**config.mk**
```make
export PLATFORM = sky130hd
export DESIGN_NAME = media_segment_frame_indexer_flat
export DESIGN_NICKNAME = d
export VERILOG_FILES = /design/src/msfi_pkg.sv /design/src/msfi_seg_if.sv /design/src/msfi_frame_if.sv /design/src/msfi_front.sv /design/src/msfi_queue.sv /design/src/msfi_back.sv /design/src/media_segment_frame_indexer.sv /design/src/flat_wrapper.sv
export SDC_FILE = /design/constraint.sdc
export NUM_CORES = 1
export LEC_CHECK = 0
export BUFFER_PORTS_ARGS = -buffer_cell sky130_fd_sc_hd__buf_2
export CORE_MARGIN = 2
export CORE_UTILIZATION = 59
export DETAILED_ROUTE_END_ITERATION = 8
export PLACE_DENSITY = 0.9
export SKIP_CTS_REPAIR_TIMING = 1
export SLEW_MARGIN = 30
export SYNTH_ARGS = -nofsm -noshare
export SYNTH_HDL_FRONTEND = slang
export SYNTH_HIERARCHICAL = 1
export SYNTH_SLANG_ARGS = --single-unit
```
**constraint.sdc**
```tcl
create_clock -name clk -period 7.6 [get_ports clk]
set_input_delay 1.52 -clock clk [delete_from_list [all_inputs] [get_ports clk]]
set_output_delay 1.52 -clock clk [all_outputs]
set_load 0.03 [all_outputs]
```
**src/msfi_pkg.sv**
```systemverilog
`timescale 1ns / 1ps
// msfi_pkg: widths, codes, queue entry type and helpers for the frame indexer
// depends on nothing; imported or referenced by every other file of the block

package msfi_pkg;

    localparam int STREAM_W     = 7;
    localparam int SEQ_W        = 8;
    localparam int SEG_LEN_W    = 16;
    localparam int PKT_W        = 32;
    localparam int FLAGS_W      = 8;
    localparam int BYTES_W      = 32;
    localparam int GAP_W        = 8;

    localparam int CNT_W        = 3;
    localparam int AUDIO_MAP_W  = 28;
    localparam int CFG_INDEX_W  = 2;
    localparam int CFG_DATA_W   = 28;

    // track slots shown on the output, and how many of them the design keeps
    localparam int TRACK_SLOTS  = 4;
    localparam int TRACK_W      = $clog2(TRACK_SLOTS);
    localparam int AUDIO_TRACKS = 4;

    localparam logic [FLAGS_W-1:0] KEY_FLAG = 8'h10;

    // decoupling queue, depth is a power of two so pointers wrap naturally
    localparam int QUEUE_DEPTH  = 2;
    localparam int QPTR_W       = $clog2(QUEUE_DEPTH);
    localparam int QCNT_W       = $clog2(QUEUE_DEPTH + 1);

    typedef enum logic [CFG_INDEX_W-1:0] {
        CFG_VIDEO_STREAM  = 2'd0,
        CFG_TRACK_COUNT   = 2'd1,
        CFG_AUDIO_STREAMS = 2'd2
    } cfg_index_t;

    typedef struct packed {
        logic [STREAM_W-1:0]    video_stream;
        logic [CNT_W-1:0]       track_count;
        logic [AUDIO_MAP_W-1:0] audio_streams;
    } cfg_t;

    typedef enum logic [1:0] {
        KIND_IGNORE = 2'd0,
        KIND_FLUSH  = 2'd1,
        KIND_VIDEO  = 2'd2,
        KIND_AUDIO  = 2'd3
    } seg_kind_t;

    typedef struct packed {
        seg_kind_t              kind;
        logic [TRACK_W-1:0]     track;
        logic [SEQ_W-1:0]       seq;
        logic [SEG_LEN_W-1:0]   len;
        logic [PKT_W-1:0]       pkt;
        logic [FLAGS_W-1:0]     flags;
    } seg_op_t;

    // track count clamped to the tracks the design keeps
    function automatic logic [CNT_W-1:0] active_tracks(input logic [CNT_W-1:0] count);
        logic [CNT_W-1:0] n;
        n = (count > CNT_W'(AUDIO_TRACKS)) ? CNT_W'(AUDIO_TRACKS) : count;
        return n;
    endfunction

endpackage

```
**src/msfi_seg_if.sv**
```systemverilog
`timescale 1ns / 1ps
// msfi_seg_if: segment input channel, valid/ready plus segment fields
// depends on msfi_pkg for field widths

interface msfi_seg_if;
    logic                           valid;
    logic                           ready;
    logic                           opcode;
    logic [msfi_pkg::STREAM_W-1:0]  stream_number;
    logic [msfi_pkg::SEQ_W-1:0]     segment_sequence;
    logic [msfi_pkg::SEG_LEN_W-1:0] segment_length;
    logic [msfi_pkg::PKT_W-1:0]     packet_number;
    logic [msfi_pkg::FLAGS_W-1:0]   segment_flags;

    modport source (
        output valid, opcode, stream_number, segment_sequence, segment_length,
               packet_number, segment_flags,
        input  ready
    );

    modport sink (
        input  valid, opcode, stream_number, segment_sequence, segment_length,
               packet_number, segment_flags,
        output ready
    );
endinterface

```
**src/msfi_frame_if.sv**
```systemverilog
`timescale 1ns / 1ps
// msfi_frame_if: frame index output channel, valid/ready plus frame fields
// depends on msfi_pkg for field widths

interface msfi_frame_if;
    logic                         valid;
    logic                         ready;
    logic [msfi_pkg::GAP_W-1:0]   gap_frames;
    logic [msfi_pkg::BYTES_W-1:0] frame_length;
    logic [msfi_pkg::SEQ_W-1:0]   frame_sequence;
    logic [msfi_pkg::PKT_W-1:0]   frame_packet;
    logic [msfi_pkg::FLAGS_W-1:0] frame_flags;
    logic [msfi_pkg::BYTES_W-1:0] audio_bytes_track0;
    logic [msfi_pkg::BYTES_W-1:0] audio_bytes_track1;
    logic [msfi_pkg::BYTES_W-1:0] audio_bytes_track2;
    logic [msfi_pkg::BYTES_W-1:0] audio_bytes_track3;

    modport source (
        output valid, gap_frames, frame_length, frame_sequence, frame_packet,
               frame_flags, audio_bytes_track0, audio_bytes_track1,
               audio_bytes_track2, audio_bytes_track3,
        input  ready
    );

    modport sink (
        input  valid, gap_frames, frame_length, frame_sequence, frame_packet,
               frame_flags, audio_bytes_track0, audio_bytes_track1,
               audio_bytes_track2, audio_bytes_track3,
        output ready
    );
endinterface

```
**src/msfi_front.sv**
```systemverilog
`timescale 1ns / 1ps
// msfi_front: classifies an incoming segment into flush, video, audio track or ignore
// depends on msfi_pkg and msfi_seg_if

module msfi_front (
    msfi_seg_if.sink         seg,
    input  msfi_pkg::cfg_t   cfg,
    input  logic             queue_ready,
    output logic             op_valid,
    output msfi_pkg::seg_op_t op
);
    import msfi_pkg::*;

    logic [CNT_W-1:0]   n_tracks;
    logic               audio_hit;
    logic [TRACK_W-1:0] audio_track;

    assign n_tracks = active_tracks(cfg.track_count);

    // scan from the top so the lowest matching track wins
    always_comb
    begin
        audio_hit   = 1'b0;
        audio_track = '0;
        for (int t = AUDIO_TRACKS - 1; t >= 0; t--)
        begin
            if ((CNT_W'(t) < n_tracks) &&
                (cfg.audio_streams[STREAM_W*t +: STREAM_W] == seg.stream_number))
            begin
                audio_hit   = 1'b1;
                audio_track = TRACK_W'(t);
            end
        end
    end

    always_comb
    begin
        op.track = audio_track;
        op.seq   = seg.segment_sequence;
        op.len   = seg.segment_length;
        op.pkt   = seg.packet_number;
        op.flags = seg.segment_flags;
        if (seg.opcode)
            op.kind = KIND_FLUSH;
        else if (seg.stream_number == cfg.video_stream)
            op.kind = KIND_VIDEO;
        else if (audio_hit)
            op.kind = KIND_AUDIO;
        else
            op.kind = KIND_IGNORE;
    end

    assign seg.ready = queue_ready;
    assign op_valid  = seg.valid;

endmodule

```
**src/msfi_queue.sv**
```systemverilog
`timescale 1ns / 1ps
// msfi_queue: short register fifo between the classifier and the frame builder
// depends on msfi_pkg

module msfi_queue (
    input  logic              clk,
    input  logic              rst_n,
    input  logic              push_valid,
    output logic              push_ready,
    input  msfi_pkg::seg_op_t push_op,
    output logic              pop_valid,
    input  logic              pop_ready,
    output msfi_pkg::seg_op_t pop_op
);
    import msfi_pkg::*;

    seg_op_t             entry_reg [QUEUE_DEPTH];
    logic [QPTR_W-1:0]   wr_ptr_reg, wr_ptr_next;
    logic [QPTR_W-1:0]   rd_ptr_reg, rd_ptr_next;
    logic [QCNT_W-1:0]   count_reg, count_next;
    logic                do_push, do_pop;

    assign push_ready = (count_reg != QCNT_W'(QUEUE_DEPTH));
    assign pop_valid  = (count_reg != '0);
    assign pop_op     = entry_reg[rd_ptr_reg];

    assign do_push = push_valid && push_ready;
    assign do_pop  = pop_valid && pop_ready;

    always_comb
    begin
        wr_ptr_next = do_push ? wr_ptr_reg + QPTR_W'(1) : wr_ptr_reg;
        rd_ptr_next = do_pop  ? rd_ptr_reg + QPTR_W'(1) : rd_ptr_reg;
        count_next  = count_reg;
        if (do_push && !do_pop)
            count_next = count_reg + QCNT_W'(1);
        else if (do_pop && !do_push)
            count_next = count_reg - QCNT_W'(1);
    end

    always_ff @(posedge clk or negedge rst_n)
    begin
        if (!rst_n)
        begin
            wr_ptr_reg <= '0;
            rd_ptr_reg <= '0;
            count_reg  <= '0;
        end
        else
        begin
            wr_ptr_reg <= wr_ptr_next;
            rd_ptr_reg <= rd_ptr_next;
            count_reg  <= count_next;
        end
    end

    always_ff @(posedge clk)
    begin
        if (do_push)
            entry_reg[wr_ptr_reg] <= push_op;
    end

endmodule

```
**src/msfi_back.sv**
```systemverilog
`timescale 1ns / 1ps
// msfi_back: open frame state, audio totals and the registered frame output
// depends on msfi_pkg and msfi_frame_if

module msfi_back (
    input  logic              clk,
    input  logic              rst_n,
    input  msfi_pkg::cfg_t    cfg,
    input  logic              op_valid,
    output logic              op_ready,
    input  msfi_pkg::seg_op_t op,
    msfi_frame_if.source      frame
);
    import msfi_pkg::*;

    logic                 open_reg;
    logic [SEQ_W-1:0]     open_seq_reg;
    logic [BYTES_W-1:0]   open_len_reg;
    logic [PKT_W-1:0]     open_pkt_reg;
    logic [FLAGS_W-1:0]   open_flags_reg;
    logic [BYTES_W-1:0]   totals_reg   [TRACK_SLOTS];
    logic [BYTES_W-1:0]   snapshot_reg [TRACK_SLOTS];

    logic                 out_valid_reg;
    logic [GAP_W-1:0]     out_gap_reg;
    logic [BYTES_W-1:0]   out_len_reg;
    logic [SEQ_W-1:0]     out_seq_reg;
    logic [PKT_W-1:0]     out_pkt_reg;
    logic [FLAGS_W-1:0]   out_flags_reg;
    logic [BYTES_W-1:0]   out_audio_reg [TRACK_SLOTS];

    logic                 take;
    logic                 emit;
    logic [GAP_W-1:0]     emit_gap;
    logic [BYTES_W-1:0]   len_ext;
    logic [CNT_W-1:0]     n_tracks;

    assign op_ready = !out_valid_reg || frame.ready;
    assign take     = op_valid && op_ready;
    assign len_ext  = BYTES_W'(op.len);
    assign n_tracks = active_tracks(cfg.track_count);

    // a frame closes on flush or on a video segment with a new sequence
    always_comb
    begin
        emit     = 1'b0;
        emit_gap = '0;
        unique case (op.kind)
            KIND_FLUSH:
                emit = open_reg;
            KIND_VIDEO:
            begin
                emit     = open_reg && (op.seq != open_seq_reg);
                emit_gap = op.seq - open_seq_reg - SEQ_W'(1);
            end
            default:
                emit = 1'b0;
        endcase
    end

    always_ff @(posedge clk or negedge rst_n)
    begin
        if (!rst_n)
        begin
            open_reg       <= 1'b0;
            open_seq_reg   <= '0;
            open_len_reg   <= '0;
            open_pkt_reg   <= '0;
            open_flags_reg <= '0;
            out_valid_reg  <= 1'b0;
            for (int t = 0; t < TRACK_SLOTS; t++)
            begin
                totals_reg[t]   <= '0;
                snapshot_reg[t] <= '0;
            end
        end
        else
        begin
            // a new frame entry wins over the drain of the old one
            if (take && emit)
                out_valid_reg <= 1'b1;
            else if (frame.valid && frame.ready)
                out_valid_reg <= 1'b0;
            if (take)
            begin
                unique case (op.kind)
                    KIND_FLUSH:
                        open_reg <= 1'b0;
                    KIND_VIDEO:
                    begin
                        if (!open_reg)
                        begin
                            open_reg       <= 1'b1;
                            open_seq_reg   <= op.seq;
                            open_len_reg   <= len_ext;
                            open_pkt_reg   <= '0;
                            open_flags_reg <= KEY_FLAG;
                            for (int t = 0; t < TRACK_SLOTS; t++)
                                snapshot_reg[t] <= '0;
                        end
                        else if (op.seq == open_seq_reg)
                            open_len_reg <= open_len_reg + len_ext;
                        else
                        begin
                            open_seq_reg   <= op.seq;
                            open_len_reg   <= len_ext;
                            open_pkt_reg   <= op.pkt;
                            open_flags_reg <= op.flags;
                            for (int t = 0; t < TRACK_SLOTS; t++)
                                snapshot_reg[t] <= (CNT_W'(t) < n_tracks) ?
                                                   totals_reg[t] : '0;
                        end
                    end
                    KIND_AUDIO:
                        totals_reg[op.track] <= totals_reg[op.track] + len_ext;
                    default:
                        open_reg <= open_reg;
                endcase
            end
        end
    end

    // payload of the output register, loaded from the closing frame
    always_ff @(posedge clk)
    begin
        if (take && emit)
        begin
            out_gap_reg   <= emit_gap;
            out_len_reg   <= open_len_reg;
            out_seq_reg   <= open_seq_reg;
            out_pkt_reg   <= open_pkt_reg;
            out_flags_reg <= open_flags_reg;
            for (int t = 0; t < TRACK_SLOTS; t++)
                out_audio_reg[t] <= snapshot_reg[t];
        end
    end

    assign frame.valid              = out_valid_reg;
    assign frame.gap_frames         = out_gap_reg;
    assign frame.frame_length       = out_len_reg;
    assign frame.frame_sequence     = out_seq_reg;
    assign frame.frame_packet       = out_pkt_reg;
    assign frame.frame_flags        = out_flags_reg;
    assign frame.audio_bytes_track0 = out_audio_reg[0];
    assign frame.audio_bytes_track1 = out_audio_reg[1];
    assign frame.audio_bytes_track2 = out_audio_reg[2];
    assign frame.audio_bytes_track3 = out_audio_reg[3];

endmodule

```
**src/media_segment_frame_indexer.sv**
```systemverilog
`timescale 1ns / 1ps
// media_segment_frame_indexer: top level, configuration registers and the
// front / queue / back chain; depends on msfi_pkg, both interfaces and submodules
//
//  channel | direction | handshake         | carries
//  --------+-----------+-------------------+----------------------------------
//  seg     | in        | valid / ready     | opcode, stream, sequence, length,
//          |           |                   | packet, flags
//  frame   | out       | valid / ready     | gap, frame length/sequence/packet/
//          |           |                   | flags, four audio byte totals
//  cfg     | in        | cfg_we, no wait   | register index and data
//
// one segment transaction per cycle while the queue has room; a segment that
// closes a frame shows up on frame in the cycle after the back stage takes it
// from the queue; the back stage sets the rate, one queue entry per cycle while
// frame is not held off (one 32-bit add and one sequence compare); a two-entry
// queue keeps seg ready while the output waits; seg stalls only once frame holds off
// reset clears config, open frame state, audio totals, snapshots and the queue

module media_segment_frame_indexer (
    input  logic                             clk,
    input  logic                             rst_n,
    input  logic                             cfg_we,
    input  logic [msfi_pkg::CFG_INDEX_W-1:0] cfg_index,
    input  logic [msfi_pkg::CFG_DATA_W-1:0]  cfg_data,
    msfi_seg_if.sink                         seg,
    msfi_frame_if.source                     frame
);
    import msfi_pkg::*;

    cfg_t    cfg_reg;
    logic    front_valid;
    logic    queue_ready;
    seg_op_t front_op;
    logic    back_valid;
    logic    back_ready;
    seg_op_t back_op;

    // configuration registers, writes to an unused index are dropped
    always_ff @(posedge clk or negedge rst_n)
    begin
        if (!rst_n)
            cfg_reg <= '0;
        else if (cfg_we)
        begin
            unique case (cfg_index)
                CFG_VIDEO_STREAM:  cfg_reg.video_stream  <= cfg_data[STREAM_W-1:0];
                CFG_TRACK_COUNT:   cfg_reg.track_count   <= cfg_data[CNT_W-1:0];
                CFG_AUDIO_STREAMS: cfg_reg.audio_streams <= cfg_data[AUDIO_MAP_W-1:0];
                default:           cfg_reg <= cfg_reg;
            endcase
        end
    end

    // classify at the input: flush, video, matched audio track or ignored
    msfi_front u_front (
        .seg         (seg),
        .cfg         (cfg_reg),
        .queue_ready (queue_ready),
        .op_valid    (front_valid),
        .op          (front_op)
    );

    // decouples input acceptance from output backpressure
    msfi_queue u_queue (
        .clk        (clk),
        .rst_n      (rst_n),
        .push_valid (front_valid),
        .push_ready (queue_ready),
        .push_op    (front_op),
        .pop_valid  (back_valid),
        .pop_ready  (back_ready),
        .pop_op     (back_op)
    );

    // frame building, audio totals and the output register
    msfi_back u_back (
        .clk      (clk),
        .rst_n    (rst_n),
        .cfg      (cfg_reg),
        .op_valid (back_valid),
        .op_ready (back_ready),
        .op       (back_op),
        .frame    (frame)
    );

endmodule

```
**src/flat_wrapper.sv**
```systemverilog
// flat-port wrapper written by rule: the top's interface ports become plain ports
module media_segment_frame_indexer_flat import msfi_pkg::*;
  (clk, rst_n, cfg_we, cfg_index, cfg_data, seg_valid, seg_opcode, seg_stream_number, seg_segment_sequence, seg_segment_length, seg_packet_number, seg_segment_flags, seg_ready, frame_valid, frame_gap_frames, frame_frame_length, frame_frame_sequence, frame_frame_packet, frame_frame_flags, frame_audio_bytes_track0, frame_audio_bytes_track1, frame_audio_bytes_track2, frame_audio_bytes_track3, frame_ready);
  msfi_seg_if seg_i ();
  msfi_frame_if frame_i ();
  input  logic clk;
  input  logic rst_n;
  input  logic cfg_we;
  input  logic [msfi_pkg::CFG_INDEX_W-1:0] cfg_index;
  input  logic [msfi_pkg::CFG_DATA_W-1:0] cfg_data;
  input wire logic [$bits(seg_i.valid)-1:0] seg_valid;
  input wire logic [$bits(seg_i.opcode)-1:0] seg_opcode;
  input wire logic [$bits(seg_i.stream_number)-1:0] seg_stream_number;
  input wire logic [$bits(seg_i.segment_sequence)-1:0] seg_segment_sequence;
  input wire logic [$bits(seg_i.segment_length)-1:0] seg_segment_length;
  input wire logic [$bits(seg_i.packet_number)-1:0] seg_packet_number;
  input wire logic [$bits(seg_i.segment_flags)-1:0] seg_segment_flags;
  output wire logic [$bits(seg_i.ready)-1:0] seg_ready;
  output wire logic [$bits(frame_i.valid)-1:0] frame_valid;
  output wire logic [$bits(frame_i.gap_frames)-1:0] frame_gap_frames;
  output wire logic [$bits(frame_i.frame_length)-1:0] frame_frame_length;
  output wire logic [$bits(frame_i.frame_sequence)-1:0] frame_frame_sequence;
  output wire logic [$bits(frame_i.frame_packet)-1:0] frame_frame_packet;
  output wire logic [$bits(frame_i.frame_flags)-1:0] frame_frame_flags;
  output wire logic [$bits(frame_i.audio_bytes_track0)-1:0] frame_audio_bytes_track0;
  output wire logic [$bits(frame_i.audio_bytes_track1)-1:0] frame_audio_bytes_track1;
  output wire logic [$bits(frame_i.audio_bytes_track2)-1:0] frame_audio_bytes_track2;
  output wire logic [$bits(frame_i.audio_bytes_track3)-1:0] frame_audio_bytes_track3;
  input wire logic [$bits(frame_i.ready)-1:0] frame_ready;
  assign seg_i.valid = seg_valid;
  assign seg_i.opcode = seg_opcode;
  assign seg_i.stream_number = seg_stream_number;
  assign seg_i.segment_sequence = seg_segment_sequence;
  assign seg_i.segment_length = seg_segment_length;
  assign seg_i.packet_number = seg_packet_number;
  assign seg_i.segment_flags = seg_segment_flags;
  assign seg_ready = seg_i.ready;
  assign frame_valid = frame_i.valid;
  assign frame_gap_frames = frame_i.gap_frames;
  assign frame_frame_length = frame_i.frame_length;
  assign frame_frame_sequence = frame_i.frame_sequence;
  assign frame_frame_packet = frame_i.frame_packet;
  assign frame_frame_flags = frame_i.frame_flags;
  assign frame_audio_bytes_track0 = frame_i.audio_bytes_track0;
  assign frame_audio_bytes_track1 = frame_i.audio_bytes_track1;
  assign frame_audio_bytes_track2 = frame_i.audio_bytes_track2;
  assign frame_audio_bytes_track3 = frame_i.audio_bytes_track3;
  assign frame_i.ready = frame_ready;
  media_segment_frame_indexer u_core (.clk(clk), .rst_n(rst_n), .cfg_we(cfg_we), .cfg_index(cfg_index), .cfg_data(cfg_data), .seg(seg_i), .frame(frame_i));
endmodule
```
==> qor.log <==
[timing] Achievable Freq 0.207 GHz
[placement] placer congestion estimate 0.920
[finish] post-route design area 0.0346 sq mm
[clocking] clock tree from TritonCTS built
[timing] Post-Route Skew 0.0242 ns
[timing] final setup vio count 0
[worst_setup_path] kind of cell adding the most delay to the critical path multiplexers
[yosys] synth warn 6
[drt] count of nets left with antenna violations after detail routing 0
[worst_setup_path] cells along the critical path mux2_2, buf_4, mux4_2, ha_1, fa_1, a211o_1, a21oi_1, o21ai_0, nand4_1, nand3_1, mux2i_1, o21ai_0
[timing] Relative slew margins 38.5%
[timing] crit path time final 4.84 ns
[clocking] root buffer selected by CTS sky130_fd_sc_hd__clkbuf_16
[yosys] syn_nets 2562
[drt] DR iter-0 viols 1981
[timing] RSZ-0062 raised after global routing false
[drt] DRT Pass-1 Iters 6
[yosys] Distinct cells, synth 77
[pwr] leakage power total 0.0151 uW
[placement] HPWL Detailed 47800 um
[floorplan] core area 0.0513 sq mm
[drt] per-cell via count in the routed design 5.99
[timing] fraction of the cycle the final worst path needs 63.7%
[yosys] dominant register cell in the synthesized netlist sky130_fd_sc_hd__dfrtp_1
[clocking] number of clock sinks seen by CTS 732
[grt] Congestion Overflow GR 0
[floorplan] Die Ht 232 um
[clocking] Clock Pin Slew Worst Setup and Hold Paths 0.06 ns
[timing] final hold slack 0.446 ns
[floorplan] horizontal extent of the die 232 um
[worst_setup_path] most frequent cell on the critical path sky130_fd_sc_hd__o21ai_0
[yosys] async set or reset register ratio after synthesis 51.9%
[finish] multi-input logic area 0.00929 sq mm
[finish] net total in the final layout 2795
[floorplan] row count 83
[pwr] pwr/cell area 406 mW/mm^2
[timing] number of hold violations in the final report 0
[timing] final number of max-transition violations 0
[clocking] clock buffer count from CTS 73
[drt] Routed Wire Length 74100 um
[job] MaxCap Viol Count 0
[grt] initial antenna violation count 15
[timing] measured slew at the worst slew-check pin 0.923 ns
[grt] vias in the first global route 20672
[finish] final std cells w/o fill 3393
[worst_setup_path] buffering stage count on the worst path with inverters included 1
[placement] count of buffers inserted at the top-level ports 324
[worst_setup_path] critical path launch point type flip-flop
[timing] Sum Neg Setup Slack 0 ns
[grt] largest net degree at the start of global routing 133
[floorplan] die area 0.0537 sq mm
[finish] Fill cells 3454
[worst_setup_path] required time at the endpoint of the critical path 8.06 ns
[pwr] Worst IR Drop VDD 0.277 mV
[floorplan] number of top-level pins 325
[worst_hold_path] Hold/Removal Path Class flip-flop to flip-flop
[finish] flip-flop count of the largest register after layout 136
[worst_setup_path] Max stage delay cell, worst path sky130_fd_sc_hd__dfrtp_4
[clocking] clock latency of the later-clocked register in the worst-skew pair 0.61 ns
[grt] global-route wire length before repair 115000 um
[placement] instance area after placement 0.0322 sq mm
[yosys] part of the Yosys area used for sequential elements 65.7%
[yosys] Post-Synthesis Cells 2409
[finish] area overhead of the layout relative to synthesis 13.2%
[yosys] number of flops mapped to enable cells by yosys 352
[yosys] netlist area before placement 0.0306 sq mm
[worst_setup_path] sort of element at the end of the critical path flip-flop
[drt] routed vias 20339
[worst_setup_path] Worst Path Class, Setup flip-flop to flip-flop
[worst_setup_path] highest cell delay on the worst timing path 0.76 ns
[clocking] maximum clock insertion buffer count 3
[placement] placed cells 3243
[grt] global routing usage summed across all routing layers 27.9%
[worst_setup_path] critical-path maximum fanout 38
[floorplan] initial core utilization 59.6%
[clocking] depth of the CTS H-tree 3
[yosys] register bit count reported by yosys 732
[drt] remaining design rule violation count 0
[drt] mean routed wirelength per cell 21.9 um
[run_status] status completed
[finish] FF+latch area 0.0201 sq mm
[worst_setup_path] CP Data Arrival Time 5.30 ns
[finish] share of final-layout standard cells stronger than drive strength 1 24.1%
[yosys] mean area per synthesized cell 12.7 sq um
[pwr] Pwr Total 14100 uW
area by class of cell:
class / count / share of cell area (%)
multi-input combinational: 1457 / 26.8
clock buffer: 109 / 6.08
sequential: 732 / 58.0
inverter: 27 / 0.315
tap: 680 / 2.46
clock inverter: 25 / 0.611
timing repair buffer: 351 / 5.58
antenna: 12 / 0.0868
layer usage:
| metal | routed length (um) | up-vias | global-route usage [%] |
|---|---|---|---|
| met4 | 3360 | 6 | 14.4 |
| met1 | 28300 | 10095 | 36.0 |
| met5 | 38 | - | 0 |
| met3 | 6710 | 240 | 7.28 |
| li1 | - | 8915 | - |
| met2 | 35800 | 1083 | 44.0 |
path summary, 6_finish.rpt:
check	slack, ns	endpoint	start	cells past startpoint
worst max register to register	2.76	u_core/u_back/totals_reg[76]	u_core/u_queue/rd_ptr_reg	12
min in group asynchronous	0.79	u_core/u_back/totals_reg[77]	rst_n	1
max in group asynchronous	5.76	u_core/u_queue/rd_ptr_reg	rst_n	2
worst max-delay path	2.76	u_core/u_back/totals_reg[76]	u_core/u_queue/rd_ptr_reg	12
worst min-delay path	0.45	u_core/u_back/out_audio_reg[0][7]	u_core/u_back/snapshot_reg[103]	0
worst min register to register	0.45	u_core/u_back/out_audio_reg[0][7]	u_core/u_back/snapshot_reg[103]	0
cell usage in the layout (no fill, tap or decap), types with 7 or more instances in the layout:
master	count
sky130_fd_sc_hd__buf_2	323
sky130_fd_sc_hd__nor3_1	9
sky130_fd_sc_hd__a21o_1	19
sky130_fd_sc_hd__diode_2	12
sky130_fd_sc_hd__clkinv_2	12
sky130_fd_sc_hd__o21ai_0	87
sky130_fd_sc_hd__edfxtp_1	352
sky130_fd_sc_hd__xnor2_1	46
sky130_fd_sc_hd__a31oi_1	9
sky130_fd_sc_hd__inv_1	26
sky130_fd_sc_hd__o21a_1	8
sky130_fd_sc_hd__clkbuf_8	10
sky130_fd_sc_hd__o211ai_1	7
sky130_fd_sc_hd__nand4_1	16
sky130_fd_sc_hd__and3_1	13
sky130_fd_sc_hd__mux4_2	25
sky130_fd_sc_hd__mux2_2	125
sky130_fd_sc_hd__buf_4	21
sky130_fd_sc_hd__nor2_1	48
sky130_fd_sc_hd__or4_1	8
sky130_fd_sc_hd__ha_1	43
sky130_fd_sc_hd__a211oi_1	7
sky130_fd_sc_hd__and2_1	15
sky130_fd_sc_hd__clkbuf_1	24
sky130_fd_sc_hd__mux4_1	7
sky130_fd_sc_hd__o31ai_1	8
sky130_fd_sc_hd__o21ai_1	20
sky130_fd_sc_hd__nand3_1	197
sky130_fd_sc_hd__xor2_1	39
sky130_fd_sc_hd__a21oi_1	51
sky130_fd_sc_hd__clkbuf_16	75
sky130_fd_sc_hd__mux2i_1	7
sky130_fd_sc_hd__dfrtp_1	378
sky130_fd_sc_hd__mux2_4	11
sky130_fd_sc_hd__nand2_1	552
synthesized netlist by cell type (all sizes together), types with 15 or more instances:
library cell / instances / share of area, %
a21o: 19 / 0.47
a21oi: 51 / 0.83
and2: 15 / 0.31
and3: 16 / 0.35
buf: 141 / 3.1
clkbuf: 52 / 0.65
dfrtp: 380 / 31
edfxtp: 352 / 35
ha: 43 / 1.8
inv: 27 / 0.33
mux2: 136 / 5.1
mux4: 32 / 2.4
nand2: 553 / 6.8
nand3: 200 / 3.3
nand4: 16 / 0.33
nor2: 51 / 0.68
o21ai: 110 / 1.8
xnor2: 47 / 1.4
xor2: 39 / 1.1
through the flow:
stage                     util [%]  setup slack [ns]
after floorplan                  -             0.819
after global placement        62.7              2.61
after detailed placement      62.7              2.41
after CTS                     67.2              2.37
after global routing          67.5              2.51
final                         67.5              2.76
power by group:
part | leakage (uW) | switching [uW] | total [uW] | internal (uW)
registers | 0.00823 | 559 | 5740 | 5180
clock network | 0.00114 | 1470 | 3490 | 2020
logic | 0.00571 | 3180 | 4830 | 1660
total | 0.0151 | 5200 | 14100 | 8860
cell families after synthesis:
logic type	share of synthesized area, %
multiplexers	7.82
AO/OA/AOI/OAI	4.97
adder cells (fa/ha/maj)	1.96
flip-flops	65.7
AND/OR/NAND/NOR	13.0
buffers and inverters	4.08
XOR/XNOR	2.49
Note: power is estimated with default switching activity, not from simulation.
